--- config.mk ---
export PLATFORM = sky130hd
export DESIGN_NAME = permutation_unrank
export DESIGN_NICKNAME = d
export VERILOG_FILES = /design/src/hdl/pu_pkg.sv /design/src/hdl/pu_front.sv /design/src/hdl/pu_queue.sv /design/src/hdl/pu_back.sv /design/src/hdl/permutation_unrank.sv
export SDC_FILE = /design/constraint.sdc
export NUM_CORES = 1
export LEC_CHECK = 0
export BUFFER_PORTS_ARGS = -buffer_cell sky130_fd_sc_hd__buf_2
export CORE_MARGIN = 2
export CORE_UTILIZATION = 45
export DETAILED_ROUTE_END_ITERATION = 7
export GPL_TIMING_DRIVEN = 0
export SLEW_MARGIN = 25
export SYNTH_ARGS = -nofsm -noshare
export SYNTH_HDL_FRONTEND = slang
export SYNTH_SLANG_ARGS = --single-unit
--- constraint.sdc ---
create_clock -name clk -period 9.39 [get_ports clk]
set_input_delay 0.4695 -clock clk [delete_from_list [all_inputs] [get_ports clk]]
set_output_delay 0.4695 -clock clk [all_outputs]
set_load 0.01 [all_outputs]
--- src/hdl/pu_pkg.sv ---
// ----------------------------------------------------------------------------
// pu_pkg: shared types, constants and the factorial table
// Widths and shared structures of the permutation unranking block.
// ----------------------------------------------------------------------------
package pu_pkg;

  // Largest number of values permuted
  localparam int PERM_MAX = 13;

  // Field widths
  localparam int LEN_W    = 4;
  localparam int OFFS_W   = 20;
  localparam int RANK_W   = 33;
  localparam int ELEM_W   = 21;
  localparam int CFG_W    = 20;
  localparam int CIDX_W   = 1;

  // Configuration register indexes
  localparam logic [CIDX_W-1:0] REG_PERM_LENGTH  = 1'b0;
  localparam logic [CIDX_W-1:0] REG_VALUE_OFFSET = 1'b1;

  // Queue between front and back
  localparam int QUEUE_DEPTH = 2;
  localparam int QPTR_W      = 1;
  localparam int QCNT_W      = 2;

  // Settled configuration seen by both halves
  typedef struct packed {
    logic [LEN_W-1:0]  len;     // effective length, saturated to PERM_MAX
    logic [OFFS_W-1:0] offset;
  } cfg_t;

  // One classified rank waiting for the walk
  typedef struct packed {
    logic [RANK_W-1:0] rank;
    logic              err;
  } item_t;

  // Factorial table, 0! .. 13!
  function automatic logic [RANK_W-1:0] fact(input logic [LEN_W-1:0] idx);
    logic [RANK_W-1:0] f;
    case (idx)
      4'd0:    f = 33'd1;
      4'd1:    f = 33'd1;
      4'd2:    f = 33'd2;
      4'd3:    f = 33'd6;
      4'd4:    f = 33'd24;
      4'd5:    f = 33'd120;
      4'd6:    f = 33'd720;
      4'd7:    f = 33'd5040;
      4'd8:    f = 33'd40320;
      4'd9:    f = 33'd362880;
      4'd10:   f = 33'd3628800;
      4'd11:   f = 33'd39916800;
      4'd12:   f = 33'd479001600;
      4'd13:   f = 33'd6227020800;
      default: f = '1;
    endcase
    return f;
  endfunction

  // Lowest set bit of a value mask; found flag in the top bit
  function automatic logic [LEN_W:0] lowest_set(input logic [PERM_MAX-1:0] m);
    logic [LEN_W:0] r;
    r = '0;
    for (int i = PERM_MAX - 1; i >= 0; i--) begin
      if (m[i]) begin
        r = {1'b1, LEN_W'(i)};
      end
    end
    return r;
  endfunction

endpackage

--- src/hdl/pu_front.sv ---
// ----------------------------------------------------------------------------
// pu_front: configuration registers and rank classification
// Holds the two configuration registers, checks each incoming rank against
// the length's factorial and pushes the classified rank into the queue.
// ----------------------------------------------------------------------------
module pu_front (
  input  logic                       clk,
  input  logic                       rst_n,
  input  logic                       in_valid,
  output logic                       in_stall,
  input  logic [pu_pkg::RANK_W-1:0]  in_rank,
  input  logic                       cfg_wr_en,
  input  logic [pu_pkg::CIDX_W-1:0]  cfg_index,
  input  logic [pu_pkg::CFG_W-1:0]   cfg_wr_data,
  input  logic                       q_full,
  output logic                       q_push,
  output pu_pkg::item_t              q_item,
  output pu_pkg::cfg_t               cfg
);

  logic [pu_pkg::LEN_W-1:0]  perm_length_r;
  logic [pu_pkg::OFFS_W-1:0] value_offset_r;
  logic [pu_pkg::LEN_W-1:0]  len_eff;

  // Register writes
  always_ff @(posedge clk) begin
    if (!rst_n) begin
      perm_length_r  <= pu_pkg::LEN_W'(pu_pkg::PERM_MAX);
      value_offset_r <= '0;
    end else if (cfg_wr_en) begin
      case (cfg_index)
        pu_pkg::REG_PERM_LENGTH:  perm_length_r  <= cfg_wr_data[pu_pkg::LEN_W-1:0];
        pu_pkg::REG_VALUE_OFFSET: value_offset_r <= cfg_wr_data[pu_pkg::OFFS_W-1:0];
        default: ;
      endcase
    end
  end

  // Saturate the length
  assign len_eff = (perm_length_r > pu_pkg::LEN_W'(pu_pkg::PERM_MAX)) ?
                   pu_pkg::LEN_W'(pu_pkg::PERM_MAX) : perm_length_r;

  assign cfg.len    = len_eff;
  assign cfg.offset = value_offset_r;

  // Classify and push
  assign in_stall    = q_full;
  assign q_push      = in_valid && !q_full;
  assign q_item.rank = in_rank;
  assign q_item.err  = (len_eff == '0) || (in_rank == '0) ||
                       (in_rank > pu_pkg::fact(len_eff));

endmodule

--- src/hdl/pu_queue.sv ---
// ----------------------------------------------------------------------------
// pu_queue: two-entry FIFO between front and back
// Lets the front take a new rank while the back is still walking one.
// ----------------------------------------------------------------------------
module pu_queue (
  input  logic          clk,
  input  logic          rst_n,
  input  logic          push,
  input  pu_pkg::item_t push_item,
  output logic          full,
  input  logic          pop,
  output logic          head_valid,
  output pu_pkg::item_t head_item
);

  pu_pkg::item_t               entry_r [pu_pkg::QUEUE_DEPTH];
  logic [pu_pkg::QPTR_W-1:0]   wr_ptr_r;
  logic [pu_pkg::QPTR_W-1:0]   rd_ptr_r;
  logic [pu_pkg::QCNT_W-1:0]   cnt_r;
  logic                        do_push;
  logic                        do_pop;

  assign full       = (cnt_r == pu_pkg::QCNT_W'(pu_pkg::QUEUE_DEPTH));
  assign head_valid = (cnt_r != '0);
  assign head_item  = entry_r[rd_ptr_r];
  assign do_push    = push && !full;
  assign do_pop     = pop && head_valid;

  // Storage
  always_ff @(posedge clk) begin
    if (do_push) begin
      entry_r[wr_ptr_r] <= push_item;
    end
  end

  // Pointers and fill count
  always_ff @(posedge clk) begin
    if (!rst_n) begin
      wr_ptr_r <= '0;
      rd_ptr_r <= '0;
      cnt_r    <= '0;
    end else begin
      if (do_push) begin
        wr_ptr_r <= wr_ptr_r + 1'b1;
      end
      if (do_pop) begin
        rd_ptr_r <= rd_ptr_r + 1'b1;
      end
      case ({do_push, do_pop})
        2'b10:   cnt_r <= cnt_r + 1'b1;
        2'b01:   cnt_r <= cnt_r - 1'b1;
        default: ;
      endcase
    end
  end

endmodule

--- src/hdl/pu_back.sv ---
// ----------------------------------------------------------------------------
// pu_back: compare-subtract walk and result register
// Walks the unused values of each rank one per cycle (stalls hold a found
// value), subtracting the factorial of the remaining count until it covers
// the rank, and emits one element per position through the output register.
// ----------------------------------------------------------------------------
module pu_back (
  input  logic                       clk,
  input  logic                       rst_n,
  input  pu_pkg::cfg_t               cfg,
  input  logic                       q_valid,
  input  pu_pkg::item_t              q_item,
  output logic                       q_pop,
  output logic                       out_valid,
  input  logic                       out_stall,
  output logic [pu_pkg::ELEM_W-1:0]  out_element,
  output logic                       out_last,
  output logic                       out_rank_error
);

  localparam logic ST_IDLE = 1'b0;
  localparam logic ST_WALK = 1'b1;

  logic                         state_r, state_nxt;
  logic [pu_pkg::RANK_W-1:0]    rem_r, rem_nxt;
  logic [pu_pkg::PERM_MAX-1:0]  used_r, used_nxt;
  logic [pu_pkg::LEN_W-1:0]     pos_r, pos_nxt;
  logic [pu_pkg::LEN_W-1:0]     v_r, v_nxt;
  logic                         err_r, err_nxt;

  logic                         out_valid_r;
  logic [pu_pkg::ELEM_W-1:0]    out_element_r;
  logic                         out_last_r;
  logic                         out_rank_error_r;

  logic                         out_free;
  logic                         emit;
  logic [pu_pkg::ELEM_W-1:0]    emit_elem;
  logic                         emit_last;
  logic                         emit_err;

  logic [pu_pkg::PERM_MAX-1:0]  len_mask;
  logic [pu_pkg::PERM_MAX-1:0]  free_above;
  logic [pu_pkg::PERM_MAX-1:0]  used_pick;
  logic [pu_pkg::LEN_W:0]       above_hit;
  logic [pu_pkg::LEN_W:0]       first_hit;
  logic [pu_pkg::RANK_W-1:0]    step_fact;
  logic                         is_last;

  // Walk helpers
  assign len_mask   = (pu_pkg::PERM_MAX'(1) << cfg.len) - pu_pkg::PERM_MAX'(1);
  assign free_above = ~used_r & len_mask &
                      ~((pu_pkg::PERM_MAX'(2) << v_r) - pu_pkg::PERM_MAX'(1));
  assign above_hit  = pu_pkg::lowest_set(free_above);
  assign used_pick  = used_r | (pu_pkg::PERM_MAX'(1) << v_r);
  assign first_hit  = pu_pkg::lowest_set(~used_pick & len_mask);
  assign step_fact  = pu_pkg::fact(cfg.len - pos_r - pu_pkg::LEN_W'(1));
  assign is_last    = ((pos_r + pu_pkg::LEN_W'(1)) == cfg.len);
  assign out_free   = !out_valid_r || !out_stall;

  // Sequencer
  always_comb begin
    state_nxt = state_r;
    rem_nxt   = rem_r;
    used_nxt  = used_r;
    pos_nxt   = pos_r;
    v_nxt     = v_r;
    err_nxt   = err_r;
    q_pop     = 1'b0;
    emit      = 1'b0;
    emit_elem = '0;
    emit_last = 1'b0;
    emit_err  = 1'b0;
    case (state_r)
      ST_IDLE: begin
        if (q_valid) begin
          q_pop     = 1'b1;
          rem_nxt   = q_item.rank;
          err_nxt   = q_item.err;
          used_nxt  = '0;
          pos_nxt   = '0;
          v_nxt     = '0;
          state_nxt = ST_WALK;
        end
      end
      ST_WALK: begin
        if (err_r) begin
          if (out_free) begin
            emit      = 1'b1;
            emit_last = 1'b1;
            emit_err  = 1'b1;
            state_nxt = ST_IDLE;
          end
        end else if (step_fact >= rem_r || !above_hit[pu_pkg::LEN_W]) begin
          // Value found (or no unused value left): emit it
          if (out_free) begin
            emit      = 1'b1;
            emit_elem = pu_pkg::ELEM_W'(cfg.offset) + pu_pkg::ELEM_W'(v_r) +
                        pu_pkg::ELEM_W'(1);
            emit_last = is_last;
            used_nxt  = used_pick;
            pos_nxt   = pos_r + pu_pkg::LEN_W'(1);
            v_nxt     = first_hit[pu_pkg::LEN_W-1:0];
            if (is_last) begin
              state_nxt = ST_IDLE;
            end
          end
        end else begin
          // Skip this value
          rem_nxt = rem_r - step_fact;
          v_nxt   = above_hit[pu_pkg::LEN_W-1:0];
        end
      end
      default: state_nxt = ST_IDLE;
    endcase
  end

  always_ff @(posedge clk) begin
    if (!rst_n) begin
      state_r <= ST_IDLE;
    end else begin
      state_r <= state_nxt;
    end
  end

  always_ff @(posedge clk) begin
    rem_r  <= rem_nxt;
    used_r <= used_nxt;
    pos_r  <= pos_nxt;
    v_r    <= v_nxt;
    err_r  <= err_nxt;
  end

  // Result register
  always_ff @(posedge clk) begin
    if (!rst_n) begin
      out_valid_r <= 1'b0;
    end else if (emit) begin
      out_valid_r <= 1'b1;
    end else if (!out_stall) begin
      out_valid_r <= 1'b0;
    end
  end

  always_ff @(posedge clk) begin
    if (emit) begin
      out_element_r    <= emit_elem;
      out_last_r       <= emit_last;
      out_rank_error_r <= emit_err;
    end
  end

  assign out_valid      = out_valid_r;
  assign out_element    = out_element_r;
  assign out_last       = out_last_r;
  assign out_rank_error = out_rank_error_r;

  // Checks
  a_err_is_last: assert property (@(posedge clk) disable iff (!rst_n)
    out_valid_r && out_rank_error_r |-> out_last_r)
    else $error("error beat not marked last");

  a_pos_in_range: assert property (@(posedge clk) disable iff (!rst_n)
    state_r == ST_WALK && !err_r |-> pos_r < cfg.len)
    else $error("position past length during walk");

  a_cursor_unused: assert property (@(posedge clk) disable iff (!rst_n)
    state_r == ST_WALK && !err_r |-> !used_r[v_r])
    else $error("walk cursor on a used value");

  a_last_ends_walk: assert property (@(posedge clk) disable iff (!rst_n)
    emit && emit_last |=> state_r == ST_IDLE)
    else $error("walk continues after last element");

endmodule

--- src/hdl/permutation_unrank.sv ---
// ----------------------------------------------------------------------------
// permutation_unrank: k-th lexicographic permutation by factorial unranking
// Takes a one-based rank and emits the permutation of value_offset+1 ..
// value_offset+perm_length one element per beat, last element marked.
// ----------------------------------------------------------------------------
// A rank leaves the queue in the idle state; the back end then emits each
// element and skips each unused value in turn, all through the single
// factorial compare-subtract unit of the back end. An invalid rank (zero,
// above perm_length!, or length zero) gives one beat with element 0, last
// and rank_error set. A two-entry queue lets up to two further ranks be
// accepted while a walk runs.
module permutation_unrank (
  input  logic                       clk,
  input  logic                       rst_n,
  input  logic                       in_valid,
  output logic                       in_stall,
  input  logic [pu_pkg::RANK_W-1:0]  in_rank,
  output logic                       out_valid,
  input  logic                       out_stall,
  output logic [pu_pkg::ELEM_W-1:0]  out_element,
  output logic                       out_last,
  output logic                       out_rank_error,
  input  logic                       cfg_wr_en,
  input  logic [pu_pkg::CIDX_W-1:0]  cfg_index,
  input  logic [pu_pkg::CFG_W-1:0]   cfg_wr_data
);

  pu_pkg::cfg_t  cfg;
  pu_pkg::item_t push_item;
  pu_pkg::item_t head_item;
  logic          q_full;
  logic          q_push;
  logic          q_pop;
  logic          q_valid;

  pu_front u_front (
    .clk         (clk),
    .rst_n       (rst_n),
    .in_valid    (in_valid),
    .in_stall    (in_stall),
    .in_rank     (in_rank),
    .cfg_wr_en   (cfg_wr_en),
    .cfg_index   (cfg_index),
    .cfg_wr_data (cfg_wr_data),
    .q_full      (q_full),
    .q_push      (q_push),
    .q_item      (push_item),
    .cfg         (cfg)
  );

  pu_queue u_queue (
    .clk        (clk),
    .rst_n      (rst_n),
    .push       (q_push),
    .push_item  (push_item),
    .full       (q_full),
    .pop        (q_pop),
    .head_valid (q_valid),
    .head_item  (head_item)
  );

  pu_back u_back (
    .clk            (clk),
    .rst_n          (rst_n),
    .cfg            (cfg),
    .q_valid        (q_valid),
    .q_item         (head_item),
    .q_pop          (q_pop),
    .out_valid      (out_valid),
    .out_stall      (out_stall),
    .out_element    (out_element),
    .out_last       (out_last),
    .out_rank_error (out_rank_error)
  );

endmodule
# [Word level (Yosys, flattened, before mapping)]
# Memories as Yosys holds them, arrays and structs flattened. A register that Yosys moved wholly into a read port is not among the register bits.
# Cells that the tools add are included.
[word_totals] regBits=108 mem_bits_rw=68 rom_bits=1056 output_inout_bits=25 word_cells=148 memories=3
[mem_list] memory="(name not given)" words=16 width=33 read_ports=1 rd_ports_with_merged_regs=0 write_ports=0 line="pu_pkg.sv:42" rtl="case (idx)"
[mem_list] memory="(name not given)" words=16 width=33 read_ports=1 rd_ports_with_merged_regs=0 write_ports=0 line="pu_pkg.sv:42"
[mem_list] memory="u_queue.entry_r" words=2 width=34 read_ports=1 rd_ports_with_merged_regs=1 write_ports=1 line="pu_queue.sv:16" rtl="pu_pkg::item_t entry_r [pu_pkg::QUEUE_DEPTH];"
[classes] add_sub_neg=12 n_lt_le_gt_ge=3 n_eq_ne=11 n_shift=3 muxes=67 n_bitwise=11 reduce_logical=23
[ops] op="33-bit 2-to-1 mux" n=3
[ops] op="4-bit 2-to-1 mux" n=21
[ops] op="33-bit case mux with 2 select lines" n=1
[ops] op="5-bit 2-to-1 mux" n=13
[ops] op="13-bit 2-to-1 mux" n=4
[ops] op="13-bit bitwise AND" n=3
[ops] op="13-bit inverter" n=3
[ops] op="33-bit greater-or-equal comparator" n=1
[ops] op="33-bit > comparator" n=1
[ops] op="33-bit zero test" n=1
[ops] op="33-bit subtractor" n=1
[ops] op="13-bit case mux with 2 select lines" n=1
[ops] op="1-bit by 4-bit << shifter with 13-bit output, first input constant" n=2
[ops] op="20-bit by 4-bit adder with 21-bit output" n=1
[ops] op="21-bit by 1-bit adder with 21-bit output, second input constant" n=1
[ops] op="1-bit 2-to-1 mux" n=20
[ops] op="4-bit case mux with 2 select lines" n=2
[ops] op="13-bit OR" n=1
[ops] op="2-bit by 4-bit << shifter with 13-bit output, first input constant" n=1
[ops] op="13-bit by 1-bit subtractor with 13-bit output, second input constant" n=1
[ops] op="13-bit by 2-bit subtractor with 13-bit output, second input constant" n=1
[ops] op="2-bit inequality test, second input constant" n=5
[ops] op="2-bit AND reduction" n=4
[ops] op="3-bit AND reduction" n=2
[ops] op="22 further kinds" n=36

# [Longest topological paths before layout]
[logic_depth] ltp_word=25 depth_mapped=23

# [By module]
# From an unflattened synthesis, not the netlist that was laid out.
[hier_totals] hier_cells=1194 hier_area_um2=11812.6
[by_module_without_submodules] module="pu_back" n_inst=1 cells_each=777 area_each_um2=6942.9 seq_area_each_um2=2382.3
[by_module_without_submodules] module="pu_queue" n_inst=1 cells_each=132 area_each_um2=2683.8 seq_area_each_um2=2142.1
[by_module_without_submodules] module="pu_front" n_inst=1 cells_each=285 area_each_um2=2185.8 seq_area_each_um2=480.5

# [Least setup slack after synthesis]
# OpenSTA, ideal clock, no wires.
[synth_path] path_kind="reg-to-reg" startpoint="reg u_front.perm_length_r[2] (netlist name)" endpoint="reg u_back.out_element_r, in the netlist u_back.out_element[0] (enable)" setup_time_ns=0.411 arrival_time_ns=5.609 required_time_ns=8.979 slack_ns=3.371 stages_incl_launch_ff=21 path_buffers=2 path_cell_list="dfxtp_1 -> buf_2 -> and2_1 -> nand2_1 -> nand2_1 -> ha_1 -> inv_1 -> fa_1 -> xnor2_1 -> clkinv_1 -> or3_1 -> ha_1 -> clkbuf_1 -> a21oi_1 -> nand2_1 -> a211oi_1 -> o21ai_0 -> a21oi_1 -> and4_1 -> nor2_1 -> a21oi_1"
[synth_via] elab_chain_cells=24
[synth_lines] element="start, declared" line="pu_front.sv:21" rtl="logic [pu_pkg::LEN_W-1:0] perm_length_r;"
[synth_lines] element="start signal, assigned" line="pu_front.sv:28" rtl="perm_length_r <= pu_pkg::LEN_W'(pu_pkg::PERM_MAX);"
[synth_lines] element="start signal, assigned" line="pu_front.sv:32" rtl="pu_pkg::REG_PERM_LENGTH: perm_length_r <= cfg_wr_data[pu_pkg::LEN_W-1:0];"
[synth_lines] element="4-bit > comparator" line="pu_front.sv:40" rtl="assign len_eff = (perm_length_r > pu_pkg::LEN_W'(pu_pkg::PERM_MAX)) ?"
[synth_lines] element="4-bit 2-to-1 mux (*)" line="pu_front.sv:40"
[synth_lines] element="1-bit by 4-bit << shifter with 13-bit output" line="pu_back.sv:51" rtl="assign len_mask = (pu_pkg::PERM_MAX'(1) << cfg.len) - pu_pkg::PERM_MAX'(1);"
[synth_lines] element="13-bit by 2-bit subtractor with 13-bit output" line="pu_back.sv:51"
[synth_lines] element="13-bit bitwise AND (2 in series)" line="pu_back.sv:52" rtl="assign free_above = ~used_r & len_mask &"
[synth_lines] element="5-bit 2-to-1 mux (13 in series)" line="pu_pkg.sv:67" rtl="if (m[i]) begin"
[synth_lines] element="1-bit zero test" line="pu_back.sv:94" rtl="end else if (step_fact >= rem_r || !above_hit[pu_pkg::LEN_W]) begin"
[synth_lines] element="1-bit logical OR (*)" line="pu_back.sv:94"
[synth_lines] element="1-bit 2-to-1 mux (*)" line="pu_back.sv:94"
[synth_lines] element="1-bit 2-to-1 mux (*)" line="pu_back.sv:87" rtl="if (err_r) begin"
[synth_lines] element="1-bit 2-to-1 mux (*)" line="pu_back.sv:74" rtl="case (state_r)"
[synth_lines] element="net u_back.emit" line="pu_back.sv:37" rtl="logic emit;"
[synth_lines] element="end signal, assigned" line="pu_back.sv:147" rtl="out_element_r <= emit_elem;"
[synth_lines] element="end, declared" line="pu_back.sv:32" rtl="logic [pu_pkg::ELEM_W-1:0] out_element_r;"
# The timed path passes the listed nets; every way through them passes the cells marked *.
# A chain may end at the register's enable or synchronous reset.

# [Worst setup path in the final report]
[layout_path] startpoint="reg u_front.perm_length_r[1] (netlist name)" endpoint="reg u_back.used_r[8] (netlist name) (enable)"
[layout_via] elab_chain_cells=23
[layout_lines] element="4-bit > comparator" line="pu_front.sv:40"
[layout_lines] element="4-bit 2-to-1 mux (*)" line="pu_front.sv:40"
[layout_lines] element="1-bit by 4-bit << shifter with 13-bit output" line="pu_back.sv:51"
[layout_lines] element="13-bit by 2-bit subtractor with 13-bit output" line="pu_back.sv:51"
[layout_lines] element="13-bit bitwise AND (2 in series)" line="pu_back.sv:52"
[layout_lines] element="5-bit 2-to-1 mux (13 in series)" line="pu_pkg.sv:67"
[layout_lines] element="1-bit zero test" line="pu_back.sv:94"
[layout_lines] element="1-bit logical OR (*)" line="pu_back.sv:94"
[layout_lines] element="2-bit inequality test (no line) (*)"
[layout_lines] element="4-bit AND reduction (no line) (*)"
[layout_lines] element="end signal, assigned" line="pu_back.sv:128" rtl="used_r <= used_nxt;"
[layout_lines] element="end, declared" line="pu_back.sv:26" rtl="logic [pu_pkg::PERM_MAX-1:0] used_r, used_nxt;"
# Every way passes the cells marked *; elsewhere a longest branch is shown, timed or not.

==> impl_metrics.env <==
export IMPL_run_status="complete, no violations"
export IMPL_instances_no_fill=1637
export IMPL_hold_path_depth=1
export IMPL_cp_num_cells=20
export IMPL_area_growth_pct=13.90
export IMPL_maxCapViolCount=0
export IMPL_hpwlAfterDp_um=24150
export IMPL_clkTransAtPathRegs_ns=0.08
export IMPL_fin_ws_ns=2.112
export IMPL_synth_area_per_cell_um2=9.584
export IMPL_final_max_slew_violation_count=0
export IMPL_drc=0
export IMPL_antenna_found_initial=0
export IMPL_rows=58
export IMPL_vias=9323
export IMPL_cts_setup_buffers=0
export IMPL_critical_path_buf_inv_count=4
export IMPL_synth_area_leaders="edfxtp_1 (39%), ha_1 (9.7%), dfxtp_1 (5.5%)"
export IMPL_fin_crit_sh_pct=77.51
export IMPL_synth_edf_count=146
export IMPL_synthAdderAreaFrac_pct=10.20
export IMPL_grt_pass1_vias=8723
export IMPL_end_kind="flop"
export IMPL_critPathSlowestCell="xnor2_1"
export IMPL_drtAntennaViolNets=0
export IMPL_synthXorXnorAreaFrac_pct=4.154
export IMPL_cts_resized=0
export IMPL_synthTopCellsByCount="nand2_1 (150), edfxtp_1 (146), nor2_1 (119), ha_1 (88), a21oi_1 (76)"
export IMPL_synth_most_common_cell="nand2_1"
export IMPL_grt_max_degree=27
export IMPL_synth_ff_type="edfxtp_1"
export IMPL_die_w_um=163.1
export IMPL_fmax_mhz=137.4
export IMPL_insertion_delay_ns=0.45
export IMPL_r2r_cells=20
export IMPL_reg2reg_slack_ns=2.11
export IMPL_cp_data_arrival_time_ns=7.35
export IMPL_slew_headroom_pct=35.89
export IMPL_initialDrtViolationCount=744
export IMPL_wire_per_inst_um=19.41
export IMPL_drt_pass1_iter_count=5
export IMPL_grt_pass1_wl_um=49270
export IMPL_synth_top_area_cell="edfxtp_1"
export IMPL_tightest_slew_ns=0.9512
export IMPL_cts_htree_levels=4
export IMPL_cts_root_buf="clkbuf_16"
export IMPL_grt_overflow_total=0
export IMPL_fin_tns_setup_ns=0
export IMPL_die_area_um2=26590
export IMPL_via_per_inst=5.695
export IMPL_async_reset_ff_share_pct=0
export IMPL_worst_setup_path_start_kind="flop"
export IMPL_cts_hold_buffers=0
export IMPL_cts_buffers=17
export IMPL_n_antenna_cell=0
export IMPL_drive_above_1_share_pct=12.09
export IMPL_ys_seq_area_share_pct=43.96
export IMPL_place_ws_ns=2.250
export IMPL_start_util_pct=45.48
export IMPL_place_gp_congestion=0.9482
export IMPL_clock_sinks=177
export IMPL_hp_class="in2reg"
export IMPL_cts_tree="yes"
export IMPL_wl_um=31770
export IMPL_synth_top_family_by_area="compound AO/OA/AOI/OAI gates"
export IMPL_syn_inst=1188
export IMPL_timing_rr_start="u_front.perm_length_r[1]"
export IMPL_skew_ns=0.01830
export IMPL_synth_nets=1338
export IMPL_syn_area_um2=11390
export IMPL_pin_count=84
export IMPL_ys_warn_count=0
export IMPL_core_um2=25040
export IMPL_startpoint="u_front.perm_length_r[1]"
export IMPL_nets=1444
export IMPL_cts_buffer_depth=2
export IMPL_dpl_cell_count=1605
export IMPL_track_usage_pct=24.33
export IMPL_regToRegEndpoint="u_back.used_r[8]"
export IMPL_port_buffers=83
export IMPL_crit_family="simple AND/OR/NAND/NOR gates"
export IMPL_cp_data_required_time_ns=9.46
export IMPL_min_period_ns=7.278
export IMPL_crit_fanout=17
export IMPL_hold_viol=0
export IMPL_synth_seq_cells=177
export IMPL_slowest_delay_ns=0.75
export IMPL_setup_viol=0
export IMPL_synth_compound_area_share_pct=17.79
export IMPL_crit_type="reg2reg"
export IMPL_die_h_um=163.1
export IMPL_synth_mux_area_share_pct=2.824
export IMPL_cp_endpoint="u_back.used_r[8]"
export IMPL_rsz0062_at_grt="false"
export IMPL_synth_top_area_share_pct=38.51
export IMPL_yosys_area_share_simple_pct=17.76
export IMPL_synth_cell_type_count=76
export IMPL_crit_chain="clkbuf_1 -> nand2_1 -> nand2_1 -> ha_1 -> inv_1 -> fa_1 -> xnor2_1 -> clkinv_1 -> ha_1 -> a21oi_1 -> ha_1 -> nand2b_1 -> a21oi_1 -> o31ai_1 -> nand3_1 -> a21oi_1 -> and4_1 -> o21ai_1 -> buf_2 -> nand2_1"
-- registers in the layout (all words and copies together), names as in the netlist, named ones only --
name                    count
u_back.v_r                  4
u_back.out_element         21
u_back.state_r              1
u_front.value_offset_r     20
u_back.out_valid            1
u_back.rem_r               33
u_back.err_r                1
u_back.used_r              13
u_back.out_rank_error       1
u_queue.wr_ptr_r            1
u_front.perm_length_r       4
u_queue.cnt_r               2
u_back.out_last             1
u_queue.rd_ptr_r            1
u_back.pos_r                4
u_queue.entry_r            68
-- worst reg2reg max path, stage by stage (launching register included) --
cell and delay, ns:
dfxtp_1 0.45, clkbuf_1 0.51, nand2_1 0.10, nand2_1 0.20
ha_1 0.20, inv_1 0.06, fa_1 0.38, xnor2_1 0.75
clkinv_1 0.52, ha_1 0.36, a21oi_1 0.20, ha_1 0.29
nand2b_1 0.10, a21oi_1 0.12, o31ai_1 0.48, nand3_1 0.25
a21oi_1 0.44, and4_1 0.42, o21ai_1 0.18, buf_2 0.23
nand2_1 0.66
-- stage by stage --
step | hold WS [ns] | utilization [%] | cell area (um2)
5_1_grt | 0.2334 | 51.80 | 12970
3_5_place_dp | 0.4602 | 49.28 | 12340
6_report | 0.2410 | 51.80 | 12970
4_1_cts | 0.2316 | 51.80 | 12970
2_1_floorplan | 0.4435 | - | 11390
3_3_place_gp | 0.4546 | 48.79 | 12210
-- how the worst min path moves through the flow --
stage                                         start                        end  slack (ns)
after floorplan           u_front.value_offset_r[0]  u_front.value_offset_r[0]        0.44
after global placement    u_front.value_offset_r[0]  u_front.value_offset_r[0]        0.45
after detailed placement  u_front.value_offset_r[0]  u_front.value_offset_r[0]        0.46
after CTS                                in_rank[8]      u_queue.entry_r[1][9]        0.23
after global routing                     in_rank[8]      u_queue.entry_r[0][9]        0.23
final                                    in_rank[8]      u_queue.entry_r[1][9]        0.24
-- placed cells by master (no fill, tap or decap), types with 5 or more instances in the layout --
master / synthesis / layout
a21o_1: 25 / 25
o31ai_1: 10 / 10
a21oi_1: 76 / 75
xnor2_1: 31 / 31
a21boi_0: 28 / 28
edfxtp_1: 146 / 146
clkinv_8: 0 / 5
nor3_1: 18 / 18
nor2_1: 119 / 118
nand2b_1: 17 / 17
xor2_1: 23 / 23
nor4_1: 10 / 10
buf_2: 11 / 94
mux2i_1: 22 / 22
mux2_2: 9 / 9
nand2_1: 150 / 150
nand3_1: 22 / 22
clkbuf_16: 0 / 17
a311oi_1: 5 / 5
clkbuf_1: 37 / 37
o211ai_1: 8 / 8
nor2b_1: 24 / 24
ha_1: 88 / 88
nand4_1: 18 / 18
o21ai_0: 62 / 62
o21a_1: 9 / 9
and3_1: 8 / 7
and2_1: 12 / 12
or3_1: 9 / 9
buf_1: 7 / 7
a31oi_1: 16 / 16
a211oi_1: 19 / 19
inv_1: 37 / 37
dfxtp_1: 31 / 31
or4_1: 6 / 6
-- routing by layer --
layer	share of wire (%)	GRT usage, %	up-vias	routed length [um]
li1	-	-	4592	-
met3	4.9	3.403	42	1568
met5	0	0	-	0
met1	48	35.05	4459	15180
met4	1.6	5.913	0	498
met2	46	38.81	230	14530
-- kinds of logic (layout without fill, tap and decap cells) --
kind of cell	count (synthesis)	in the layout
and+or+nand+nor	432	432
AOI/OAI and AO/OA	307	307
DFF	177	177
buffers and inverters	95	214
adders and majority gates	91	91
xor gates and xnor gates	54	54
muxes	31	31
other	1	1
-- layout make-up --
| class | instances | area, um2 |
|---|---|---|
| buffer | 56 | 227.7 |
| clock buffer | 17 | 425.4 |
| clock inverter | 15 | 205.2 |
| fill | 2344 | 12070 |
| inverter | 39 | 146.4 |
| multi-input combinational | 916 | 6028 |
| sequential | 177 | 5005 |
| tap | 330 | 412.9 |
| timing repair buffer | 87 | 518.0 |
Power is left out: the tool's default activity adds up to more than one toggle a clock period on the data nets, which glitch-free logic cannot reach.
